--- src/hw/rtl/aim_angle_atan2_defines.svh ---
// ----------------------------------------------------------------------------
// aim_angle_atan2 assertion macros
// Shared concurrent checks, clocked on aclk and held off while aresetn is low.
// ----------------------------------------------------------------------------
`ifndef AIM_ANGLE_ATAN2_DEFINES_SVH
`define AIM_ANGLE_ATAN2_DEFINES_SVH

// same-cycle implication
`define AIM_ASSERT_NOW(lbl, ante, cons) \
    lbl: assert property (@(posedge aclk) disable iff (!aresetn) (ante) |-> (cons)) \
        else $error("aim_angle_atan2: same-cycle check failed");

// next-cycle implication
`define AIM_ASSERT_NEXT(lbl, ante, cons) \
    lbl: assert property (@(posedge aclk) disable iff (!aresetn) (ante) |=> (cons)) \
        else $error("aim_angle_atan2: next-cycle check failed");

`endif

--- src/hw/rtl/aim_pkg.sv ---
// ----------------------------------------------------------------------------
// aim_pkg
// Widths, angle constants and the arctangent table for the bearing pipeline.
// ----------------------------------------------------------------------------
package aim_pkg;

    localparam int COORD_W    = 20;
    localparam int DIFF_W     = 21;
    localparam int PRE_SCALE  = 20;
    localparam int VEC_W      = 43;
    localparam int ANG_W      = 34;
    localparam int BEAR_W     = 16;
    localparam int TABLE_SIZE = 24;
    localparam int ROUND_SHIFT = 17;

    localparam logic signed [BEAR_W-1:0] PI_Q13      = 16'sd25736;
    localparam logic signed [BEAR_W-1:0] HALF_PI_Q13 = 16'sd12868;
    localparam logic signed [BEAR_W-1:0] BEAR_MIN    = -16'sd25735;
    localparam logic signed [ANG_W-1:0]  HALF_PI_Q30 = 34'sd1686629713;
    localparam logic signed [ANG_W-1:0]  ROUND_HALF  = 34'sd65536;

    localparam logic [31:0] ATAN_Q30 [TABLE_SIZE] = '{
        32'd843314857, 32'd497837829, 32'd263043837, 32'd133525159,
        32'd67021687,  32'd33543516,  32'd16775851,  32'd8388437,
        32'd4194283,   32'd2097149,   32'd1048576,   32'd524288,
        32'd262144,    32'd131072,    32'd65536,     32'd32768,
        32'd16384,     32'd8192,      32'd4096,      32'd2048,
        32'd1024,      32'd512,       32'd256,       32'd128
    };

    typedef struct packed {
        logic signed [VEC_W-1:0]  x;
        logic signed [VEC_W-1:0]  y;
        logic signed [ANG_W-1:0]  z;
        logic                     spec;
        logic signed [BEAR_W-1:0] spec_val;
    } aim_vec_t;

endpackage

--- src/hw/rtl/aim_post.sv ---
// ----------------------------------------------------------------------------
// aim_post
// Round the accumulated angle to Q3.13, fold the ends into (-pi, pi] and
// select the special-case bearing. Output register of the block.
// ----------------------------------------------------------------------------
module aim_post (
    input  logic                               aclk,
    input  logic                               aresetn,
    input  logic                               in_valid,
    output logic                               in_ready,
    input  aim_pkg::aim_vec_t                  in_vec,
    output logic                               out_valid,
    input  logic                               out_ready,
    output logic signed [aim_pkg::BEAR_W-1:0]  bearing
);

    localparam int R_W = aim_pkg::ANG_W - aim_pkg::ROUND_SHIFT;

    logic                              valid_reg;
    logic signed [aim_pkg::BEAR_W-1:0] bear_reg, bear_next;
    logic signed [aim_pkg::ANG_W-1:0]  zr;
    logic signed [R_W-1:0]             r;
    logic signed [R_W-1:0]             pi_ext, neg_pi_ext;

    assign in_ready   = !valid_reg || out_ready;
    assign pi_ext     = R_W'(aim_pkg::PI_Q13);
    assign neg_pi_ext = -pi_ext;

    always_comb begin
        zr = in_vec.z + aim_pkg::ROUND_HALF;
        r  = zr[aim_pkg::ANG_W-1:aim_pkg::ROUND_SHIFT];
        if (in_vec.spec) begin
            bear_next = in_vec.spec_val;
        end else if (r > pi_ext || r <= neg_pi_ext) begin
            bear_next = aim_pkg::PI_Q13;
        end else begin
            bear_next = r[aim_pkg::BEAR_W-1:0];
        end
    end

    always_ff @(posedge aclk) begin
        if (!aresetn) begin
            valid_reg <= 1'b0;
        end else if (in_ready) begin
            valid_reg <= in_valid;
        end
        if (in_valid && in_ready) begin
            bear_reg <= bear_next;
        end
    end

    assign out_valid = valid_reg;
    assign bearing   = bear_reg;

endmodule

--- config.mk ---
export PLATFORM = sky130hd
export DESIGN_NAME = aim_post
export DESIGN_NICKNAME = d
export VERILOG_FILES = /design/src/hw/rtl/aim_angle_atan2_defines.svh /design/src/hw/rtl/aim_pkg.sv /design/src/hw/rtl/aim_post.sv
export SDC_FILE = /design/constraint.sdc
export NUM_CORES = 1
export LEC_CHECK = 0
export BUFFER_PORTS_ARGS = -buffer_cell sky130_fd_sc_hd__buf_2
export CORE_UTILIZATION = 36
export DETAILED_ROUTE_END_ITERATION = 10
export PLACE_DENSITY = 0.81
export REMOVE_ABC_BUFFERS = 1
export SLEW_MARGIN = 20
export SYNTH_ARGS = -nofsm -noshare
export SYNTH_HDL_FRONTEND = slang
export SYNTH_SLANG_ARGS = --single-unit
export TNS_END_PERCENT = 10
--- constraint.sdc ---
create_clock -name aclk -period 3.5 [get_ports aclk]
set_input_delay 0.7 -clock aclk [delete_from_list [all_inputs] [get_ports aclk]]
set_output_delay 0.7 -clock aclk [all_outputs]
set_load 0.02 [all_outputs]
==> impl_metrics.yaml <==
final_layout:
  drive_gt1_share_pct: 35.5
  syn_to_final_growth_pct: 19.8
  diodes: 0
  nNetsFinal: 357
sta:
  worst_hold_slack_ns: 0.547
  period_needed_ns: 3.18
  hold_violations: 0
  rsz0062_at_grt: "false"
  skew_ns: 0.00108
  setup-violations-final: 0
  max_freq_mhz: 314
  maxSlewHeadroom_pct: 54.5
  tightestPinTransition_ns: 0.682
  finalMaxSlewViolations: 0
  post-route-period-util_pct: 91.0
  final.setup.tns_ns: 0
global_route:
  grt_pass1_wl_mm: 5.55
  grt_antenna_before_repair: 0
  grt_max_degree: 20
  first_global_vias: 1251
  grt_usage_pct: 15.7
  grt-ovfl-total: 0
yosys:
  yosysUniqueCellTypes: 56
  ys_seq_area_share_pct: 31.6
  synth_edf_count: 16
  synth_area_per_cell_um2: 9.64
  synth_area_mm2: 0.00158
  synth.area.top_cells: "edfxtp_1 (30%), xnor2_1 (5.0%), xor2_1 (3.9%)"
  synth-seq-cells: 17
  synth_flop_cell: "edfxtp_1"
  yosysWarnings: 0
  synth.most_common_cell: "edfxtp_1"
  synth_area_leader_cell: "edfxtp_1"
  syn-instance-count: 164
  yosysTopAreaCellShare_pct: 30.4
  yosys-top-cells-count: "edfxtp_1 (16), a21oi_1 (11), nor2_1 (10)"
  synthArstFlopShare_pct: 0
flow_run:
  drv_cap: 0
route:
  via_per_inst: 5.42
  wl_per_cell_um: 13.6
  vias: 1430
  firstDrtPassIters: 4
  wl_mm: 3.59
  route.antenna.remaining_nets: 0
  drc_errors: 0
  drt_iter0_markers: 101
pwr:
  finalPower_mw: 0.544
  p_int_mw: 0.386
  p_seq_share_pct: 45.0
  p_leak_nw: 0.729
  power.density_mw_per_mm2: 287
  clockPowerShare_pct: 25.7
  sw_frac_of_total_pct: 29.1
  combPwrFrac_pct: 29.3
  switching_power_mw: 0.158
  ir_drop_v: 0.000109
floorplan:
  die_area_mm2: 0.00466
  dieHeight_um: 68.3
  io_pins: 159
  core_area_mm2: 0.00412
  start_util_pct: 38.4
  die_w_um: 68.3
  rows: 23
setup_path:
  cp-end-kind: "flop"
  crit_required_ns: 3.48
  slowest_delay_ns: 0.36
  critPathKind: "input port to flop"
  worstPathArrival_ns: 3.17
  critPathLaunchType: "input port"
  path_cells: "buf_2 > ha_1 > nand4_4 > nor4_4 > mux2i_1 > nand4_1 > nor3b_2 > o21ai_1 > a211oi_2 > buf_4 > a21oi_1"
  cpMaxStageDelayCell: "ha_1"
  cp_max_fo: 9
cts:
  post_cts_buffers: 0
  htree_levels: 1
  cts.repair.resized: 0
  cts_sinks: 17
  cts_tree: "yes"
  cts_buffers: 3
  hold_buffers: 0
  clk_pin_slew_ns: 0.06
  clk_path_buf_depth: 2
  clock_latency_ns: 0.25
  root_buffer: "clkbuf_8"
placed_design:
  hpwl_mm: 2.98
  port_buffers: 56
  gp_congestion: 0.879
worst_hold_path:
  hp-class: "flop to flop"
run_status:
  status: "finished clean"
==> power by group through the flow <==
stage / sequential [mW] / combinational (mW) / clock, mW
final: 0.244 / 0.159 / 0.140
after global routing: 0.246 / 0.175 / 0.149
after CTS: 0.245 / 0.159 / 0.143
after detailed placement: 0.249 / 0.159 / 0
after global placement: 0.248 / 0.155 / 0
after floorplan: 0.269 / 0.0682 / 0
==> cells by family (layout without fill, tap and decap cells) <==
group           Yosys count  count (layout)  synth area share (%)
xor+xnor                 16              16                  8.86
flops                    17              17                  31.6
fa+ha+maj                 1               1                 0.791
buf+inv                  16              66                  6.65
mux                       1               1                 0.633
simple gates             69              69                  30.1
compound gates           44              44                  21.4
==> per-stage QoR <==
step	setup slack, ns	cells	area [um^2]	util [%]
2_1_floorplan	0.450	152	1490	-
3_3_place_gp	0.151	260	1850	44.9
3_5_place_dp	0.0917	260	1850	44.9
4_1_cts	0.331	264	1890	46.0
5_1_grt	0.171	264	1890	46.0
6_report	0.315	264	1890	46.0
==> worst max-delay path, delay by kind of cell <==
family	cells	cell delay (ns)
buffers and inverters	2	0.36
multiplexers	1	0.30
adder cells (fa/ha/maj)	1	0.36
AO/OA/AOI/OAI	3	0.50
AND/OR/NAND/NOR	4	0.94
==> registers in the layout, summed over array words and instances, names as in the netlist <==
signal and flops:
bearing 16, out_valid 1
==> worst paths after layout <==
| kind | start | end | slack [ns] | cells past startpoint |
|---|---|---|---|---|
| max | in_vec[33] | bearing[7] | 0.32 | 11 |
| min | out_valid | out_valid | 0.55 | 2 |
| max reg2reg | out_valid | bearing[1] | 2.15 | 2 |
| min reg2reg | out_valid | out_valid | 0.55 | 2 |
==> final cells by class <==
| class | instances | area [um^2] |
|---|---|---|
| clock buffers | 4 | 45.0 |
| fillers | 401 | 2220 |
| inverters | 4 | 15.0 |
| multi-input cells | 131 | 976 |
| flip-flops and latches | 17 | 500 |
| well taps | 50 | 62.6 |
| repair buffers | 58 | 295 |
==> per-layer routing <==
| metal | track usage (%) | wire length, um |
|---|---|---|
| met2 | 28.3 | 1780 |
| met3 | 2.33 | 172 |
| met4 | 5.47 | 57 |
| met5 | 0 | 0 |
| met1 | 18.6 | 1580 |
==> cells in the final DEF, fill, tap and decap left out, drive strengths merged, types with 2 or more instances in the layout <==
cell type | netlist | final
buf | 8 | 58
edfxtp | 16 | 16
a21oi | 11 | 11
nor2 | 11 | 11
xnor2 | 9 | 9
nor2b | 9 | 9
nand3 | 9 | 9
nand4 | 8 | 8
a22o | 8 | 8
nand2 | 7 | 7
xor2 | 7 | 7
nor3 | 6 | 6
inv | 4 | 4
a32o | 4 | 4
o21ai | 4 | 4
clkbuf | 2 | 4
and2 | 3 | 3
nand2b | 3 | 3
and3 | 3 | 3
nor4 | 3 | 3
o21a | 2 | 2
a21boi | 2 | 2
and4 | 2 | 2
Power figures use the tool's default switching activity.
