**src/hw/rtl/aim_angle_atan2_defines.svh**
```systemverilog
// ----------------------------------------------------------------------------
// aim_angle_atan2 assertion macros
// Shared concurrent checks, clocked on aclk and held off while aresetn is low.
// ----------------------------------------------------------------------------
`ifndef AIM_ANGLE_ATAN2_DEFINES_SVH
`define AIM_ANGLE_ATAN2_DEFINES_SVH

// same-cycle implication
`define AIM_ASSERT_NOW(lbl, ante, cons) \
    lbl: assert property (@(posedge aclk) disable iff (!aresetn) (ante) |-> (cons)) \
        else $error("aim_angle_atan2: same-cycle check failed");

// next-cycle implication
`define AIM_ASSERT_NEXT(lbl, ante, cons) \
    lbl: assert property (@(posedge aclk) disable iff (!aresetn) (ante) |=> (cons)) \
        else $error("aim_angle_atan2: next-cycle check failed");

`endif

```
**src/hw/rtl/aim_pkg.sv**
```systemverilog
// ----------------------------------------------------------------------------
// aim_pkg
// Widths, angle constants and the arctangent table for the bearing pipeline.
// ----------------------------------------------------------------------------
package aim_pkg;

    localparam int COORD_W    = 20;
    localparam int DIFF_W     = 21;
    localparam int PRE_SCALE  = 20;
    localparam int VEC_W      = 43;
    localparam int ANG_W      = 34;
    localparam int BEAR_W     = 16;
    localparam int TABLE_SIZE = 24;
    localparam int ROUND_SHIFT = 17;

    localparam logic signed [BEAR_W-1:0] PI_Q13      = 16'sd25736;
    localparam logic signed [BEAR_W-1:0] HALF_PI_Q13 = 16'sd12868;
    localparam logic signed [BEAR_W-1:0] BEAR_MIN    = -16'sd25735;
    localparam logic signed [ANG_W-1:0]  HALF_PI_Q30 = 34'sd1686629713;
    localparam logic signed [ANG_W-1:0]  ROUND_HALF  = 34'sd65536;

    localparam logic [31:0] ATAN_Q30 [TABLE_SIZE] = '{
        32'd843314857, 32'd497837829, 32'd263043837, 32'd133525159,
        32'd67021687,  32'd33543516,  32'd16775851,  32'd8388437,
        32'd4194283,   32'd2097149,   32'd1048576,   32'd524288,
        32'd262144,    32'd131072,    32'd65536,     32'd32768,
        32'd16384,     32'd8192,      32'd4096,      32'd2048,
        32'd1024,      32'd512,       32'd256,       32'd128
    };

    typedef struct packed {
        logic signed [VEC_W-1:0]  x;
        logic signed [VEC_W-1:0]  y;
        logic signed [ANG_W-1:0]  z;
        logic                     spec;
        logic signed [BEAR_W-1:0] spec_val;
    } aim_vec_t;

endpackage

```
**src/hw/rtl/aim_stage.sv**
```systemverilog
// ----------------------------------------------------------------------------
// aim_stage
// One registered CORDIC vectoring iteration: drive y toward zero by a shift
// of STAGE_IDX and accumulate the matching arctangent.
// ----------------------------------------------------------------------------
module aim_stage #(
    parameter int STAGE_IDX = 0
) (
    input  logic              aclk,
    input  logic              aresetn,
    input  logic              in_valid,
    output logic              in_ready,
    input  aim_pkg::aim_vec_t in_vec,
    output logic              out_valid,
    input  logic              out_ready,
    output aim_pkg::aim_vec_t out_vec
);

    localparam logic signed [aim_pkg::ANG_W-1:0] ANGLE =
        {2'b00, aim_pkg::ATAN_Q30[STAGE_IDX]};

    logic              valid_reg;
    aim_pkg::aim_vec_t vec_reg, vec_next;

    assign in_ready = !valid_reg || out_ready;

    always_comb begin
        vec_next = in_vec;
        if (in_vec.y < 0) begin
            vec_next.x = in_vec.x - (in_vec.y >>> STAGE_IDX);
            vec_next.y = in_vec.y + (in_vec.x >>> STAGE_IDX);
            vec_next.z = in_vec.z - ANGLE;
        end else begin
            vec_next.x = in_vec.x + (in_vec.y >>> STAGE_IDX);
            vec_next.y = in_vec.y - (in_vec.x >>> STAGE_IDX);
            vec_next.z = in_vec.z + ANGLE;
        end
    end

    always_ff @(posedge aclk) begin
        if (!aresetn) begin
            valid_reg <= 1'b0;
        end else if (in_ready) begin
            valid_reg <= in_valid;
        end
        if (in_valid && in_ready) begin
            vec_reg <= vec_next;
        end
    end

    assign out_valid = valid_reg;
    assign out_vec   = vec_reg;

endmodule

```
**config.mk**
```make
export PLATFORM = sky130hd
export DESIGN_NAME = aim_stage
export DESIGN_NICKNAME = d
export VERILOG_FILES = /design/src/hw/rtl/aim_angle_atan2_defines.svh /design/src/hw/rtl/aim_pkg.sv /design/src/hw/rtl/aim_stage.sv
export SDC_FILE = /design/constraint.sdc
export NUM_CORES = 1
export LEC_CHECK = 0
export BUFFER_PORTS_ARGS = -buffer_cell sky130_fd_sc_hd__buf_2
export CAP_MARGIN = 5
export CORE_MARGIN = 8
export CORE_UTILIZATION = 45
export DETAILED_ROUTE_END_ITERATION = 8
export PLACE_DENSITY_LB_ADDON = 0.15
export SLEW_MARGIN = 40
export SYNTH_ARGS = -nofsm -noshare
export SYNTH_HDL_FRONTEND = slang
export SYNTH_SLANG_ARGS = --single-unit
export TNS_END_PERCENT = 1
```
**constraint.sdc**
```tcl
create_clock -name aclk -period 4.9 [get_ports aclk]
set_clock_uncertainty 0.15 [all_clocks]
set_input_delay 0 -clock aclk [delete_from_list [all_inputs] [get_ports aclk]]
set_output_delay 0 -clock aclk [all_outputs]
set_load 0.01 [all_outputs]
```
==> results.sh, run 1 <==
export IMPL_synthArstFlopShare_pct=0
export IMPL_synth_avg_cell_area_um2=8.69
export IMPL_antenna_found_initial=1
export IMPL_drt_pass1_iterations=5
export IMPL_postCtsSetupBuffers=0
export IMPL_rsz0062_at_grt="false"
export IMPL_htree_levels=4
export IMPL_final_cell_mix="buf_2 (278), a21oi_1 (199), ha_1 (174)"
export IMPL_ys_ff_latch=137
export IMPL_layout_setup_ws_ns=0.960
export IMPL_status="finished, final reports clean"
export IMPL_overflow=0
export IMPL_drive_gt1_share_pct=18.7
export IMPL_ff_latch_area_um2=4100
export IMPL_tightestPinTransition_ns=0.826
export IMPL_clkSinkCount=137
export IMPL_vdd_drop_max_v=0.000235
export IMPL_fillers=2895
export IMPL_cp_required_ns=4.94
export IMPL_cap_violations=0
export IMPL_routed_wl_mm=48.9
export IMPL_maxSlewHeadroom_pct=44.4
export IMPL_ant_nets=0
export IMPL_clk_latency_ns=0.43
export IMPL_setup_tns_ns=0
export IMPL_syn_to_final_growth_pct=20.7
export IMPL_vias=13200
export IMPL_fin_crit_sh_pct=80.4
export IMPL_core_rowCount=64
export IMPL_hold_viol_final=0
export IMPL_finalSetupViolations=0
export IMPL_timing_fmax_mhz=254
export IMPL_layout_commonest_cell="buf_2"
export IMPL_multi_input_comb_area_um2=8880
export IMPL_dpl_worst_slack_ns=0.993
export IMPL_synth_edff_count=136
export IMPL_netlist_instances=1584
export IMPL_clk_pin_slew_ns=0.07
export IMPL_critPathMaxStageDelay_ns=0.54
export IMPL_gp_congestion=0.981
export IMPL_worstPathCellList="dlygate4sd3_1 -> buf_2 -> ha_1 -> a21o_1 -> a21oi_1 -> o211ai_1 -> a311oi_1 -> a31oi_1 -> nand3_1 -> nand2_1 -> a221o_1 -> a21oi_1 -> xnor2_1 -> dlygate4sd3_1"
export IMPL_hold_worst_slack_ns=0.0174
export IMPL_yosys_warnings=0
export IMPL_post_cts_resized=0
export IMPL_final_core_util_pct=54.8
export IMPL_cp_end_kind="flip-flop"
export IMPL_synth_top_cell_by_area="edfxtp_1"
export IMPL_yosysUniqueCellTypes=76
export IMPL_core_area_um2=30300
export IMPL_drtIter0Drc=1174
export IMPL_yosys_top_cells_area="edfxtp_1 (30%), ha_1 (16%), a21oi_1 (7.2%)"
export IMPL_die_x_um=191
export IMPL_vias_per_cell=5.75
export IMPL_post_place_cells=2206
export IMPL_fin_nets=2204
export IMPL_cts_buffers=17
export IMPL_clockBufferDepth=2
export IMPL_first_global_vias=12900
export IMPL_slew_viol_final=0
export IMPL_dp_final_hpwl_mm=38.7
export IMPL_globalRouteTotalUtil_pct=25.9
export IMPL_cp_arrival_ns=3.98
export IMPL_die_h_um=191
export IMPL_grt_pass1_wl_mm=74.0
export IMPL_worstHoldPathType="in2reg"
export IMPL_grt_max_degree=77
export IMPL_synth_top_area_share_pct=29.7
export IMPL_cts_root_buf="clkbuf_16"
export IMPL_die_area_um2=36400
export IMPL_syn_nets=1903
export IMPL_p_per_area_nw_per_um2=277
export IMPL_initial_core_util_pct=45.3
export IMPL_final_cells=2298
export IMPL_p_leak_uw=0.00750
export IMPL_cp_slowest_cell="dlygate4sd3_1"
export IMPL_wl_per_cell_um=21.3
export IMPL_cts_tree="done"
export IMPL_drc=0
export IMPL_start_kind="input port"
export IMPL_crit_type="in2reg"
export IMPL_netlist_area_um2=13800
export IMPL_period_needed_ns=3.94
export IMPL_ctsHoldBuffers=54
export IMPL_crit_path_max_fanout=4
export IMPL_io_pin_count=280
export IMPL_ys_seq_area_share_pct=29.8
export IMPL_io_buffers=279
export IMPL_ys_flop_type="edfxtp_1"
==> synthesized netlist by cell type (3+ instances only) <==
| cell type | n |
|---|---|
| a2111o_1 | 3 |
| o22ai_1 | 3 |
| a221o_1 | 6 |
| nand2_1 | 80 |
| o21ba_2 | 3 |
| a221oi_1 | 5 |
| nand4_1 | 28 |
| a21oi_1 | 199 |
| o41ai_1 | 3 |
| inv_1 | 135 |
| clkbuf_1 | 33 |
| o221ai_1 | 3 |
| nand3_1 | 17 |
| nor2b_1 | 19 |
| and2_1 | 3 |
| or2_2 | 6 |
| edfxtp_1 | 136 |
| xnor2_1 | 95 |
| buf_1 | 12 |
| o21bai_1 | 40 |
| or3_1 | 8 |
| a21boi_0 | 5 |
| ha_1 | 174 |
| nand2b_1 | 20 |
| nor3_1 | 30 |
| a21o_1 | 60 |
| o21a_1 | 11 |
| o31a_1 | 4 |
| a211oi_1 | 7 |
| o31ai_1 | 25 |
| a41oi_1 | 4 |
| inv_2 | 6 |
| nor2_1 | 132 |
| xor2_1 | 20 |
| a22o_1 | 3 |
| buf_2 | 15 |
| a311oi_1 | 3 |
| nor4_1 | 9 |
| o21ai_0 | 97 |
| a2111oi_0 | 4 |
| o211ai_1 | 13 |
| and3_1 | 10 |
| fa_1 | 4 |
| a31oi_1 | 18 |
| mux2i_1 | 29 |
==> path summary, 6_finish.rpt <==
| check | from | endpoint | slack, ns | depth (start not counted) |
|---|---|---|---|---|
| worst min-delay path | in_vec[44] | out_vec[44] | 0.02 | 3 |
| worst max-delay path | in_vec[18] | out_vec[48] | 0.96 | 14 |
| worst max register to register | out_valid | out_vec[65] | 3.05 | 3 |
| worst min register to register | out_valid | out_vec[92] | 0.75 | 2 |
==> through the flow <==
stage | cell area, um2 | power (uW)
after floorplan | 13800 | 2680
after global placement | 15500 | 3280
after detailed placement | 15500 | 3270
after CTS | 16600 | 4600
after global routing | 16600 | 4830
final | 16600 | 4600
==> logic make-up after synthesis <==
| logic type | Yosys count | synth area share [%] |
|---|---|---|
| xor gates and xnor gates | 115 | 7.32 |
| adders and majority gates | 178 | 16.4 |
| buffers and inverters | 203 | 5.73 |
| AOI/OAI and AO/OA | 548 | 25.7 |
| muxes | 29 | 2.11 |
| and+or+nand+nor | 374 | 12.9 |
| DFF | 137 | 29.8 |
==> critical path, delay by kind of cell <==
family | cells | cell delay [ns]
adder cells (fa/ha/maj) | 1 | 0.29
AO/OA/AOI/OAI | 7 | 2.05
buffers and inverters | 3 | 1.22
XOR/XNOR | 1 | 0.08
AND/OR/NAND/NOR | 2 | 0.33
==> layout make-up <==
class / instances / area share [%]
antenna: 4 / 0.0602
clock buffer: 17 / 2.56
clock inverter: 15 / 0.791
inverter: 141 / 3.19
multi-input combinational: 1244 / 53.4
sequential: 137 / 24.7
tap: 396 / 2.98
timing repair buffer: 344 / 12.3
==> power by group <==
part           internal [uW]  leakage (uW)  switching (uW)  total, uW
Sequential              1510       0.00132            42.5       1550
Clock                    666      0.000262             613       1280
Combinational            673       0.00591            1100       1770
==> flip-flops by register name, summed over array words and instances, names as in the netlist <==
register and flops:
out_vec 136, out_valid 1
==> layer usage <==
| metal | vias up | GRT usage, % | wire length [um] |
|---|---|---|---|
| li1 | 6347 | - | - |
| met2 | 609 | 41.4 | 22200 |
| met3 | 71 | 5.14 | 4330 |
| met1 | 6193 | 34.5 | 21000 |
| met4 | 0 | 8.44 | 1280 |
| met5 | - | 0 | 0 |
No activity file was read; power rests on OpenSTA's default activity.
==> run 2: changes to the inputs <==
Clock period 4.9 ns to 3.35 ns, I/O delays scaled along.
==> results.sh, run 2 (synthesis gave the netlist of run 1 again) <==
export IMPL_worstPathCellList="dlygate4sd3_1 -> buf_2 -> ha_2 -> nand4_1 -> nor2_1 -> o211ai_1 -> o211ai_1 -> a221oi_1 -> buf_4 -> o21ai_0 -> buf_4 -> a31oi_1 -> o31ai_1 -> xnor2_1 -> mux2i_1"
export IMPL_crit_type="in2reg"
export IMPL_die_x_um=191
export IMPL_clkSinkCount=137
export IMPL_finalSetupViolations=0
export IMPL_dp_final_hpwl_mm=40.9
export IMPL_ant_nets=0
export IMPL_cap_violations=0
export IMPL_grt_max_degree=50
export IMPL_clockBufferDepth=2
export IMPL_layout_commonest_cell="buf_2"
export IMPL_p_per_area_nw_per_um2=396
export IMPL_htree_levels=4
export IMPL_critPathMaxStageDelay_ns=0.53
export IMPL_io_buffers=279
export IMPL_power_switching_uw=2610
export IMPL_rrSetupSlack_ns=1.49
export IMPL_hold_viol_final=0
export IMPL_largest_register_ffs=136
export IMPL_cp_end_kind="flip-flop"
export IMPL_p_leak_uw=0.00839
export IMPL_core_rowCount=64
export IMPL_cp_required_ns=3.38
export IMPL_routed_wl_mm=50.5
export IMPL_grt_pass1_wl_mm=77.4
export IMPL_die_area_um2=36400
export IMPL_p_int_uw=4540
export IMPL_initial_core_util_pct=45.3
export IMPL_drt_pass1_iterations=5
export IMPL_start_kind="input port"
export IMPL_comb_power_share_pct=40.8
export IMPL_cts_buffers=17
export IMPL_worst_path_buf_inv=4
export IMPL_first_global_vias=13900
export IMPL_cts_tree="done"
export IMPL_antenna_found_initial=2
export IMPL_tightestPinTransition_ns=0.753
export IMPL_drive_gt1_share_pct=25.8
export IMPL_rsz0062_at_grt="true"
export IMPL_wl_per_cell_um=20.4
export IMPL_overflow=0
export IMPL_period_needed_ns=3.22
export IMPL_cp_arrival_ns=3.25
export IMPL_hold_worst_slack_ns=0.0294
export IMPL_pwr_share_seq_pct=31.6
export IMPL_drc=0
export IMPL_io_pin_count=280
export IMPL_timing_fmax_mhz=310
export IMPL_drtIter0Drc=1114
export IMPL_die_h_um=191
export IMPL_sw_frac_of_total_pct=36.5
export IMPL_crit_path_max_fanout=6
export IMPL_vias_per_cell=5.65
export IMPL_clk_pin_slew_ns=0.07
export IMPL_syn_to_final_growth_pct=31.3
export IMPL_cp_slowest_cell="dlygate4sd3_1"
export IMPL_globalRouteTotalUtil_pct=27.0
export IMPL_gp_congestion=0.969
export IMPL_worstHoldPathType="in2reg"
export IMPL_final_cell_mix="buf_2 (278), a21oi_1 (198), buf_4 (186)"
export IMPL_slew_viol_final=0
export IMPL_fillers=2774
export IMPL_clk_latency_ns=0.44
export IMPL_path_delay_family="compound AO/OA/AOI/OAI gates"
export IMPL_fin_nets=2387
export IMPL_setup_tns_ns=0
export IMPL_vdd_drop_max_v=0.000297
export IMPL_status="finished, final reports clean"
export IMPL_fin_crit_sh_pct=96.3
export IMPL_maxSlewHeadroom_pct=49.1
export IMPL_power_frac_clock_pct=27.6
export IMPL_vias=14000
export IMPL_cts_root_buf="clkbuf_16"
export IMPL_core_area_um2=30300
run 2: metal layers:
| metal | up-vias | part of all wire (%) | routed length (um) | global-route usage, % |
|---|---|---|---|---|
| li1 | 6709 | - | - | - |
| met1 | 6621 | 44 | 22000 | 35.9 |
| met2 | 608 | 46 | 23100 | 43.5 |
| met3 | 72 | 7.9 | 3970 | 4.57 |
| met4 | 0 | 2.8 | 1430 | 9.46 |
| met5 | - | 0 | 0 | 0 |
run 2: repair_timing:
item,CTS,global route
setup endpoints to repair,0,12
hold buffers,61,0
setup buffers,0,0
resized for setup,0,7
hold endpoints to repair,60,0
run 2: power groups by stage:
| stage | logic [uW] | registers [uW] | clock network, uW |
|---|---|---|---|
| after CTS | 2880 | 2260 | 2010 |
| after floorplan | 1490 | 2420 | 0 |
| after global placement | 2790 | 2290 | 0 |
| after detailed placement | 2790 | 2300 | 0 |
| after global routing | 3150 | 2280 | 2060 |
| final | 2920 | 2260 | 1970 |
run 2: worst paths after layout:
| kind | startpoint | end | cells after the start |
|---|---|---|---|
| setup / recovery | in_vec[107] | out_vec[90] | 15 |
| hold reg to reg | out_valid | out_vec[4] | 2 |
| setup reg to reg | out_valid | out_vec[106] | 3 |
| hold / removal | in_vec[83] | out_vec[83] | 4 |
run 2: stage by stage:
step	cell area, um2	instances	util, %	setup WS, ns	total power (uW)
detailed placement	16800	2384	55.5	-0.0328	5090
global placement	16800	2384	55.5	-0.0397	5080
finish	18100	2480	59.6	0.125	7150
global route	18100	2478	59.5	-0.00276	7490
floorplan	13800	1584	-	0.0860	3910
CTS	18000	2477	59.4	0.0242	7150
run 2: layout make-up:
class | count | area, um2 | share of cell area, %
tap | 396 | 495 | 2.74
inverter | 141 | 529 | 2.93
clock buffer | 17 | 425 | 2.35
clock inverter | 15 | 165 | 0.914
antenna | 3 | 7.51 | 0.0415
multi-input combinational | 1244 | 8910 | 49.3
sequential | 137 | 4100 | 22.7
timing repair buffer | 527 | 3440 | 19.0
run 2: worst reg2reg max path, stage by stage, from the launching register on:
cell and delay [ns]:
dfxtp_1 0.31, nand2b_1 0.09, and2_4 0.57, buf_12 0.39
