--- config.mk ---
export PLATFORM = sky130hd
export DESIGN_NAME = aim_pre
export DESIGN_NICKNAME = d
export VERILOG_FILES = /design/src/hw/rtl/aim_angle_atan2_defines.svh /design/src/hw/rtl/aim_pkg.sv /design/src/hw/rtl/aim_pre.sv
export SDC_FILE = /design/constraint.sdc
export NUM_CORES = 1
export LEC_CHECK = 0
export BUFFER_PORTS_ARGS = -buffer_cell sky130_fd_sc_hd__buf_2
export CORE_MARGIN = 5
export CORE_UTILIZATION = 45
export DETAILED_ROUTE_END_ITERATION = 10
export PLACE_DENSITY_LB_ADDON = 0.3
export SYNTH_ARGS = -nofsm -noshare
export SYNTH_HDL_FRONTEND = slang
export SYNTH_SLANG_ARGS = --single-unit
--- constraint.sdc ---
create_clock -name aclk -period 4 [get_ports aclk]
set_clock_uncertainty 0.15 [all_clocks]
set_input_delay 0.4 -clock aclk [delete_from_list [all_inputs] [get_ports aclk]]
set_output_delay 0.4 -clock aclk [all_outputs]
set_load 0.1 [all_outputs]
--- src/hw/rtl/aim_angle_atan2_defines.svh ---
// ----------------------------------------------------------------------------
// aim_angle_atan2 assertion macros
// Shared concurrent checks, clocked on aclk and held off while aresetn is low.
// ----------------------------------------------------------------------------
`ifndef AIM_ANGLE_ATAN2_DEFINES_SVH
`define AIM_ANGLE_ATAN2_DEFINES_SVH

// same-cycle implication
`define AIM_ASSERT_NOW(lbl, ante, cons) \
    lbl: assert property (@(posedge aclk) disable iff (!aresetn) (ante) |-> (cons)) \
        else $error("aim_angle_atan2: same-cycle check failed");

// next-cycle implication
`define AIM_ASSERT_NEXT(lbl, ante, cons) \
    lbl: assert property (@(posedge aclk) disable iff (!aresetn) (ante) |=> (cons)) \
        else $error("aim_angle_atan2: next-cycle check failed");

`endif

--- src/hw/rtl/aim_pkg.sv ---
// ----------------------------------------------------------------------------
// aim_pkg
// Widths, angle constants and the arctangent table for the bearing pipeline.
// ----------------------------------------------------------------------------
package aim_pkg;

    localparam int COORD_W    = 20;
    localparam int DIFF_W     = 21;
    localparam int PRE_SCALE  = 20;
    localparam int VEC_W      = 43;
    localparam int ANG_W      = 34;
    localparam int BEAR_W     = 16;
    localparam int TABLE_SIZE = 24;
    localparam int ROUND_SHIFT = 17;

    localparam logic signed [BEAR_W-1:0] PI_Q13      = 16'sd25736;
    localparam logic signed [BEAR_W-1:0] HALF_PI_Q13 = 16'sd12868;
    localparam logic signed [BEAR_W-1:0] BEAR_MIN    = -16'sd25735;
    localparam logic signed [ANG_W-1:0]  HALF_PI_Q30 = 34'sd1686629713;
    localparam logic signed [ANG_W-1:0]  ROUND_HALF  = 34'sd65536;

    localparam logic [31:0] ATAN_Q30 [TABLE_SIZE] = '{
        32'd843314857, 32'd497837829, 32'd263043837, 32'd133525159,
        32'd67021687,  32'd33543516,  32'd16775851,  32'd8388437,
        32'd4194283,   32'd2097149,   32'd1048576,   32'd524288,
        32'd262144,    32'd131072,    32'd65536,     32'd32768,
        32'd16384,     32'd8192,      32'd4096,      32'd2048,
        32'd1024,      32'd512,       32'd256,       32'd128
    };

    typedef struct packed {
        logic signed [VEC_W-1:0]  x;
        logic signed [VEC_W-1:0]  y;
        logic signed [ANG_W-1:0]  z;
        logic                     spec;
        logic signed [BEAR_W-1:0] spec_val;
    } aim_vec_t;

endpackage

--- src/hw/rtl/aim_pre.sv ---
// ----------------------------------------------------------------------------
// aim_pre
// Offset subtraction with special-case detection, then scaling and the
// quarter-turn pre-rotation into the right half plane. Two register stages.
// ----------------------------------------------------------------------------
module aim_pre (
    input  logic                                aclk,
    input  logic                                aresetn,
    input  logic                                in_valid,
    output logic                                in_ready,
    input  logic signed [aim_pkg::COORD_W-1:0]  target_x,
    input  logic signed [aim_pkg::COORD_W-1:0]  target_y,
    input  logic signed [aim_pkg::COORD_W-1:0]  origin_x,
    input  logic signed [aim_pkg::COORD_W-1:0]  origin_y,
    output logic                                out_valid,
    input  logic                                out_ready,
    output aim_pkg::aim_vec_t                   out_vec
);

    localparam int EXT_W = aim_pkg::VEC_W - aim_pkg::DIFF_W - aim_pkg::PRE_SCALE;

    logic                                   a_valid_reg;
    logic signed [aim_pkg::DIFF_W-1:0]      dx_reg, dx_next;
    logic signed [aim_pkg::DIFF_W-1:0]      dy_reg, dy_next;
    logic                                   spec_reg, spec_next;
    logic signed [aim_pkg::BEAR_W-1:0]      sval_reg, sval_next;
    logic                                   a_ready;

    logic                                   b_valid_reg;
    aim_pkg::aim_vec_t                      vec_reg, vec_next;
    logic signed [aim_pkg::VEC_W-1:0]       xs, ys;

    assign a_ready  = !b_valid_reg || out_ready;
    assign in_ready = !a_valid_reg || a_ready;

    always_comb begin
        dx_next = {target_x[aim_pkg::COORD_W-1], target_x}
                - {origin_x[aim_pkg::COORD_W-1], origin_x};
        dy_next = {target_y[aim_pkg::COORD_W-1], target_y}
                - {origin_y[aim_pkg::COORD_W-1], origin_y};
        spec_next = 1'b0;
        sval_next = '0;
        if (dx_next == '0) begin
            spec_next = 1'b1;
            sval_next = (dy_next > 0) ? aim_pkg::HALF_PI_Q13 : -aim_pkg::HALF_PI_Q13;
        end else if (dy_next == '0) begin
            spec_next = 1'b1;
            sval_next = (dx_next > 0) ? '0 : aim_pkg::PI_Q13;
        end
    end

    always_ff @(posedge aclk) begin
        if (!aresetn) begin
            a_valid_reg <= 1'b0;
        end else if (in_ready) begin
            a_valid_reg <= in_valid;
        end
        if (in_valid && in_ready) begin
            dx_reg   <= dx_next;
            dy_reg   <= dy_next;
            spec_reg <= spec_next;
            sval_reg <= sval_next;
        end
    end

    always_comb begin
        xs = {{EXT_W{dx_reg[aim_pkg::DIFF_W-1]}}, dx_reg, {aim_pkg::PRE_SCALE{1'b0}}};
        ys = {{EXT_W{dy_reg[aim_pkg::DIFF_W-1]}}, dy_reg, {aim_pkg::PRE_SCALE{1'b0}}};
        vec_next.spec     = spec_reg;
        vec_next.spec_val = sval_reg;
        vec_next.x        = xs;
        vec_next.y        = ys;
        vec_next.z        = '0;
        if (xs < 0) begin
            if (ys > 0) begin
                vec_next.x = ys;
                vec_next.y = -xs;
                vec_next.z = aim_pkg::HALF_PI_Q30;
            end else begin
                vec_next.x = -ys;
                vec_next.y = xs;
                vec_next.z = -aim_pkg::HALF_PI_Q30;
            end
        end
    end

    always_ff @(posedge aclk) begin
        if (!aresetn) begin
            b_valid_reg <= 1'b0;
        end else if (a_ready) begin
            b_valid_reg <= a_valid_reg;
        end
        if (a_valid_reg && a_ready) begin
            vec_reg <= vec_next;
        end
    end

    assign out_valid = b_valid_reg;
    assign out_vec   = vec_reg;

endmodule

==> qor.yml, run 1 <==
synthesis:
  synth-edff-count: 103
  ys_types: 64
  synthesis.area_sq_um: 7700
  ys.flop_type: "edfxtp_1"
  yosysSeqAreaShare: 0.407
  synth_cells: 838
  syn_avg_cell_area_sq_um: 9.19
  yosys-top-cells-count: "edfxtp_1, a21oi_1, nor2_1, buf_4, inv_1"
  synth_top_area_share: 0.402
  synth_most_common_cell: "edfxtp_1"
  ys_ff_latch: 105
  yosys-top-cells-area: "edfxtp_1, buf_4, ha_1, a21oi_1, xnor2_1"
  ys.warnings.count: 0
  synth-async-reset-ratio: 0
  yosysTopAreaCell: "edfxtp_1"
setup_path:
  cp.arrival_ns: 3.55
  rr_worst_depth: 9
  r2r_slack_ns: 0.56
  crit_type: "input port to register"
  endpoint_kind: "register"
  critPathLaunchType: "input port"
  timing.rr.end: "out_vec[128]"
  reg2reg_from: "dy_reg[10]"
  cp.required_ns: 3.95
  crit_path_max_fanout: 6
drt:
  firstDrtPassIters: 5
  antenna_left: 0
  vias: 6105
  met2_length_um: 8210
  met3_length_um: 1030
  viasPerCell: 5.12
  route.detailed.drc: 0
  wl_um: 17300
  drtIter0Drc: 410
  wl_per_cell_um: 14.5
  top_layer: "met4"
  met1_length_um: 7930
clocking:
  worstSkewPairLatency_ns: 0.35
  cts.reportedPaths.clkPinSlew_ns: 0.07
  holdBufCountCts: 0
  post_cts_resize_count: 0
  cts_inserted_buffers: 9
  cts_tree: "built"
  cts_root_buffer: "clkbuf_16"
  clock_sinks: 105
  h-tree-depth: 3
  cts_buffer_depth: 2
  cts_setup_buffers: 0
finish:
  synthToLayoutAreaGrowth_pct: 13.0
  finalNetCount: 1095
  largest_register_ffs: 55
  stdcell_count: 1192
  seq_area_sq_um: 3130
  fin_util: 0.521
  fill_cells: 1574
  antenna_cells: 0
  drive_gt1_frac: 0.221
  multi_input_area_sq_um: 3750
sta:
  slew_violations: 0
  setup_violations: 0
  tightestPinTransition_ns: 1.03
  rsz0062_at_grt: "no"
  setup-tns-final_ns: 0
  maxSlewHeadroom: 0.312
  finalCritPeriodShare: 0.901
  post-route-min-period_ns: 3.60
  fin_ws_ns: 0.397
  final-hold-violation-count: 0
  timing.fmax_ghz: 0.278
min_path:
  holdPathEnd: "out_valid"
  hp-start: "aresetn"
  holdPathStages: 2
  hold_class: "input port to register"
placement:
  place_congestion: 0.924
  hpwl_um: 14100
  post-place-ws_ns: 0.0442
  place_inst: 1176
  io_buffers: 180
power_and_ir_drop:
  power_w: 0.00386
  ir_worst_vdd_uv: 251
  p_leak_nw: 3.84
  cellPowerDensity_nw_per_um2: 443
floorplan:
  die_area_sq_um: 19800
  initial_core_util: 0.461
  rows: 47
  ios: 223
  die_x_um: 141
  core_sq_um: 16700
  die_h_um: 141
run_status:
  outcome: "finished clean"
run:
  max_cap_viol_count: 0
grt:
  grt_first_pass_wirelength_um: 27800
  grt_max_degree: 87
  grt_pass1_vias: 5593
  antenna_found_initial: 0
  gr-usage-all-layers: 0.170
  grt-ovfl-total: 0
## power by group
group	internal [W]	switching [W]	total, W
Sequential	0.00137	0.0000952	0.00146
Combinational	0.000363	0.00110	0.00146
Clock	0.000550	0.000381	0.000931
## critical path, cell delays in order
cell      delay, ns
buf_2          0.08
inv_1          0.03
ha_1           0.21
fa_1           0.41
nand2b_1       0.20
a211oi_2       0.34
o21a_1         0.21
a21oi_1        0.10
a221oi_2       0.25
or4b_1         0.44
or4_1          0.45
or2_1          0.28
nor3b_1        0.15
## worst max-delay path by stage
stage                      startpoint            to  cells past startpoint
after floorplan           target_y[0]  sval_reg[12]                     12
after global placement    target_y[0]  sval_reg[12]                     13
after detailed placement  target_y[0]  sval_reg[12]                     13
after CTS                 target_y[0]  sval_reg[12]                     13
after global routing      target_y[0]  sval_reg[12]                     13
final                     target_y[0]  sval_reg[12]                     13
## routing by layer
metal / GRT usage / vias up
li1: - / 3114
met5: 0 / -
met4: 0.0428 / 0
met2: 0.275 / 180
met3: 0.0268 / 11
met1: 0.240 / 2800
## placed cells by master (no fill, tap or decap), types with 4 or more instances in the layout
cell type  count
and2_1         8
nand4_1        6
ha_1          42
or4_1          4
buf_4          8
a21o_1        12
a211oi_1       4
nor3_1        12
nor2_1        83
xor2_1        25
a311oi_1       5
edfxtp_1     103
and3_1         8
o31ai_1        4
conb_1        43
o2111ai_1      4
nor4_1         7
o21ai_0       23
a31oi_1        9
or3_1          8
nand2_1       55
xnor2_1       36
inv_1         65
o41ai_1        4
o211ai_1       6
nand3_1       16
nand2b_1       8
nor2b_1       10
clkbuf_16      9
o21a_1        13
a21oi_1       90
buf_2        180
## stage by stage
stage | hold WS, ns | area, sq um
final | 0.112 | 8700
after global routing | 0.127 | 8700
after CTS | 0.106 | 8700
after detailed placement | 0.255 | 8380
after global placement | 0.256 | 8380
after floorplan | 0.250 | 7860
## final cells by class
class                      instances  area share
clock buffer                      10      0.0263
clock inverter                     6      0.0104
inverter                          65      0.0280
multi-input combinational        597       0.431
sequential                       105       0.360
tap                              220      0.0316
timing repair buffer             189       0.113
## cells by family after synthesis
family	synth area share
fa+ha+maj	0.0734
mux	0.00146
compound gates	0.169
flops	0.407
simple gates	0.151
xor+xnor	0.0694
other cells	0.000487
buf+inv	0.128
Power figures use the tool's default switching activity.
==> run 2, diff against run 1 <==
CORE_ASPECT_RATIO = 0.6   (was default)
SLEW_MARGIN = 20   (was default)
==> run 2 against run 1 <==
Compared with the run above: wire length up 6.4%; first-iteration DRC count up 5.1%; cell area increased by 0.30%; utilization decreased by 0.73 points; critical path depth unchanged; combinational power is essentially flat; flip-flop and latch count unchanged; critical path type unchanged; critical endpoint is now sval_reg[13].
==> qor.yml, run 2 (synthesized netlist as in run 1, its figures left out) <==
clocking:
  cts.reportedPaths.clkPinSlew_ns: 0.07  # about the same
  holdBufCountCts: 0  # unchanged
  worstSkewPairLatency_ns: 0.35  # about the same
  cts_inserted_buffers: 9  # unchanged
  h-tree-depth: 3  # unchanged
  cts_setup_buffers: 0  # unchanged
  clock_sinks: 105  # unchanged
  post_cts_resize_count: 0  # unchanged
  cts_root_buffer: "clkbuf_16"
  cts_buffer_depth: 2  # unchanged
  cts_tree: "built"
floorplan:
  die_h_um: 111  # -21%
  ios: 223  # unchanged
  rows: 37  # -21%
  die_area_sq_um: 19900  # +0.43%
  initial_core_util: 0.453  # -0.00785
  die_x_um: 179  # +27%
  core_sq_um: 17000  # +1.7%
finish:
  layout_common_cells: "buf_2, edfxtp_1, a21oi_1, nor2_1, inv_1"
  antenna_cells: 0  # unchanged
  finalNetCount: 1095  # unchanged
  synthToLayoutAreaGrowth_pct: 13.3
  final_common_cell: "buf_2"
  largest_register_ffs: 55  # unchanged
  drive_gt1_frac: 0.220  # -0.00103
  fin_util: 0.514  # -0.00732
setup_path:
  worstPathCellList: "buf_2 -> inv_1 -> ha_1 -> fa_1 -> nand2b_1 -> a211oi_2 -> o21a_1 -> a21oi_1 -> a221oi_2 -> or4b_1 -> or4_1 -> or3b_1 -> a21oi_1"
  endpoint_kind: "register"
  crit_type: "input port to register"
  cp.required_ns: 4.04  # +0.09 ns
  cp.arrival_ns: 3.61  # +0.06 ns
  cpPeakStageDelay_ns: 0.46  # about the same
  cp_common_cell: "a21oi_1"
  crit_buf_inv: 2  # unchanged
  crit_path_max_fanout: 4  # -2
  cp_top_family: "simple AND/OR/NAND/NOR gates"
  critPathLaunchType: "input port"
  crit_slowest_cell: "or4_1"
sta:
  slew_violations: 0  # unchanged
  finalCritPeriodShare: 0.893  # -0.00753
  maxSlewHeadroom: 0.284  # -0.0284
  final-hold-violation-count: 0  # unchanged
  rsz0062_at_grt: "no"
  post-route-min-period_ns: 3.57  # -0.0301 ns
  setup-tns-final_ns: 0  # unchanged
  tightestPinTransition_ns: 1.07  # +0.0426 ns
  timing.fmax_ghz: 0.280  # +0.84%
  setup_violations: 0  # unchanged
power_and_ir_drop:
  p_leak_nw: 3.84  # +0.22%
  cellPowerDensity_nw_per_um2: 451  # +1.6%
  ir_worst_vdd_uv: 239  # -4.8%
drt:
  wl_per_cell_um: 15.3  # +5.1%
  firstDrtPassIters: 5  # unchanged
  vias: 6151  # +0.75%
  viasPerCell: 5.10  # -0.42%
  antenna_left: 0  # unchanged
  wl_um: 18400  # +6.4%
  route.detailed.drc: 0  # unchanged
  drtIter0Drc: 431  # +5.1%
grt:
  grt-ovfl-total: 0  # unchanged
  antenna_found_initial: 0  # unchanged
  gr-usage-all-layers: 0.178  # +0.00768
  grt_pass1_vias: 5351  # -4.3%
  grt_max_degree: 55  # -37%
  grt_first_pass_wirelength_um: 28200  # +1.6%
placement:
  hpwl_um: 15000  # +6.3%
  io_buffers: 180  # unchanged
  place_congestion: 0.882  # -4.5%
min_path:
  hold_class: "input port to register"
run:
  max_cap_viol_count: 0  # unchanged
run_status:
  outcome: "finished clean"
-- run 2: cell count changes in the layout (fill, tap and decap cells not counted), sizes merged --
cell / change
clkinvlp: -1
clkbuf: -1
inv: +1
bufinv: +1
-- run 2: through the flow --
step | instance area [sq um] | hold slack (ns) | std cells | worst slack (ns) | total power [W]
floorplan | 7860 | 0.250 | 880 | 0.372 | 0.00272
global placement | 8390 | 0.264 | 1190 | 0.113 | 0.00295
detailed placement | 8390 | 0.256 | 1190 | 0.0814 | 0.00296
CTS | 8730 | 0.110 | 1206 | 0.440 | 0.00394
global route | 8730 | 0.127 | 1206 | 0.192 | 0.00411
finish | 8730 | 0.118 | 1206 | 0.427 | 0.00393
-- run 2: worst reg2reg max path, stage by stage (launching register included) --
cell      delay [ns]
edfxtp_1        0.48
or4_1           0.62
nor4_1          0.31
nand2b_1        0.14
nor3_1          0.22
nor2b_1         0.28
or2_2           0.46
nand2_1         0.13
xor2_1          0.17
a21oi_1         0.29
-- run 2: metal layers --
metal  up-vias  wire (um)  GRT usage
li1       3112          -          -
met1      2792       9560      0.294
met2       235       7060      0.230
met3        12       1650     0.0441
met4         0        161     0.0347
met5         -          0          0
-- run 2: area by class of cell --
type	instances	area [sq um]
Tap cell	234	293
Inverter	65	244
Clock buffer	9	225
Clock inverter	7	115
Sequential cell	105	3130
Fill cell	1618	8260
Timing Repair Buffer	189	968
Multi-Input combinational cell	597	3750
-- run 2: path summary, 6_finish.rpt --
check / startpoint / endpoint / slack, ns / cells past startpoint
worst min register to register: sval_reg[10] / out_vec[14] / 0.27 / 0
worst min-delay path: aresetn / out_valid / 0.12 / 2
worst max-delay path: target_y[0] / sval_reg[13] / 0.43 / 13
worst max register to register: dy_reg[12] / out_vec[117] / 0.56 / 9
-- run 2: power breakdown --
group	internal [W]	leakage [nW]	switching [W]	total (W)
logic	0.000360	2.68	0.00112	0.00148
clock network	0.000611	0.166	0.000373	0.000985
registers	0.00137	0.999	0.000105	0.00147
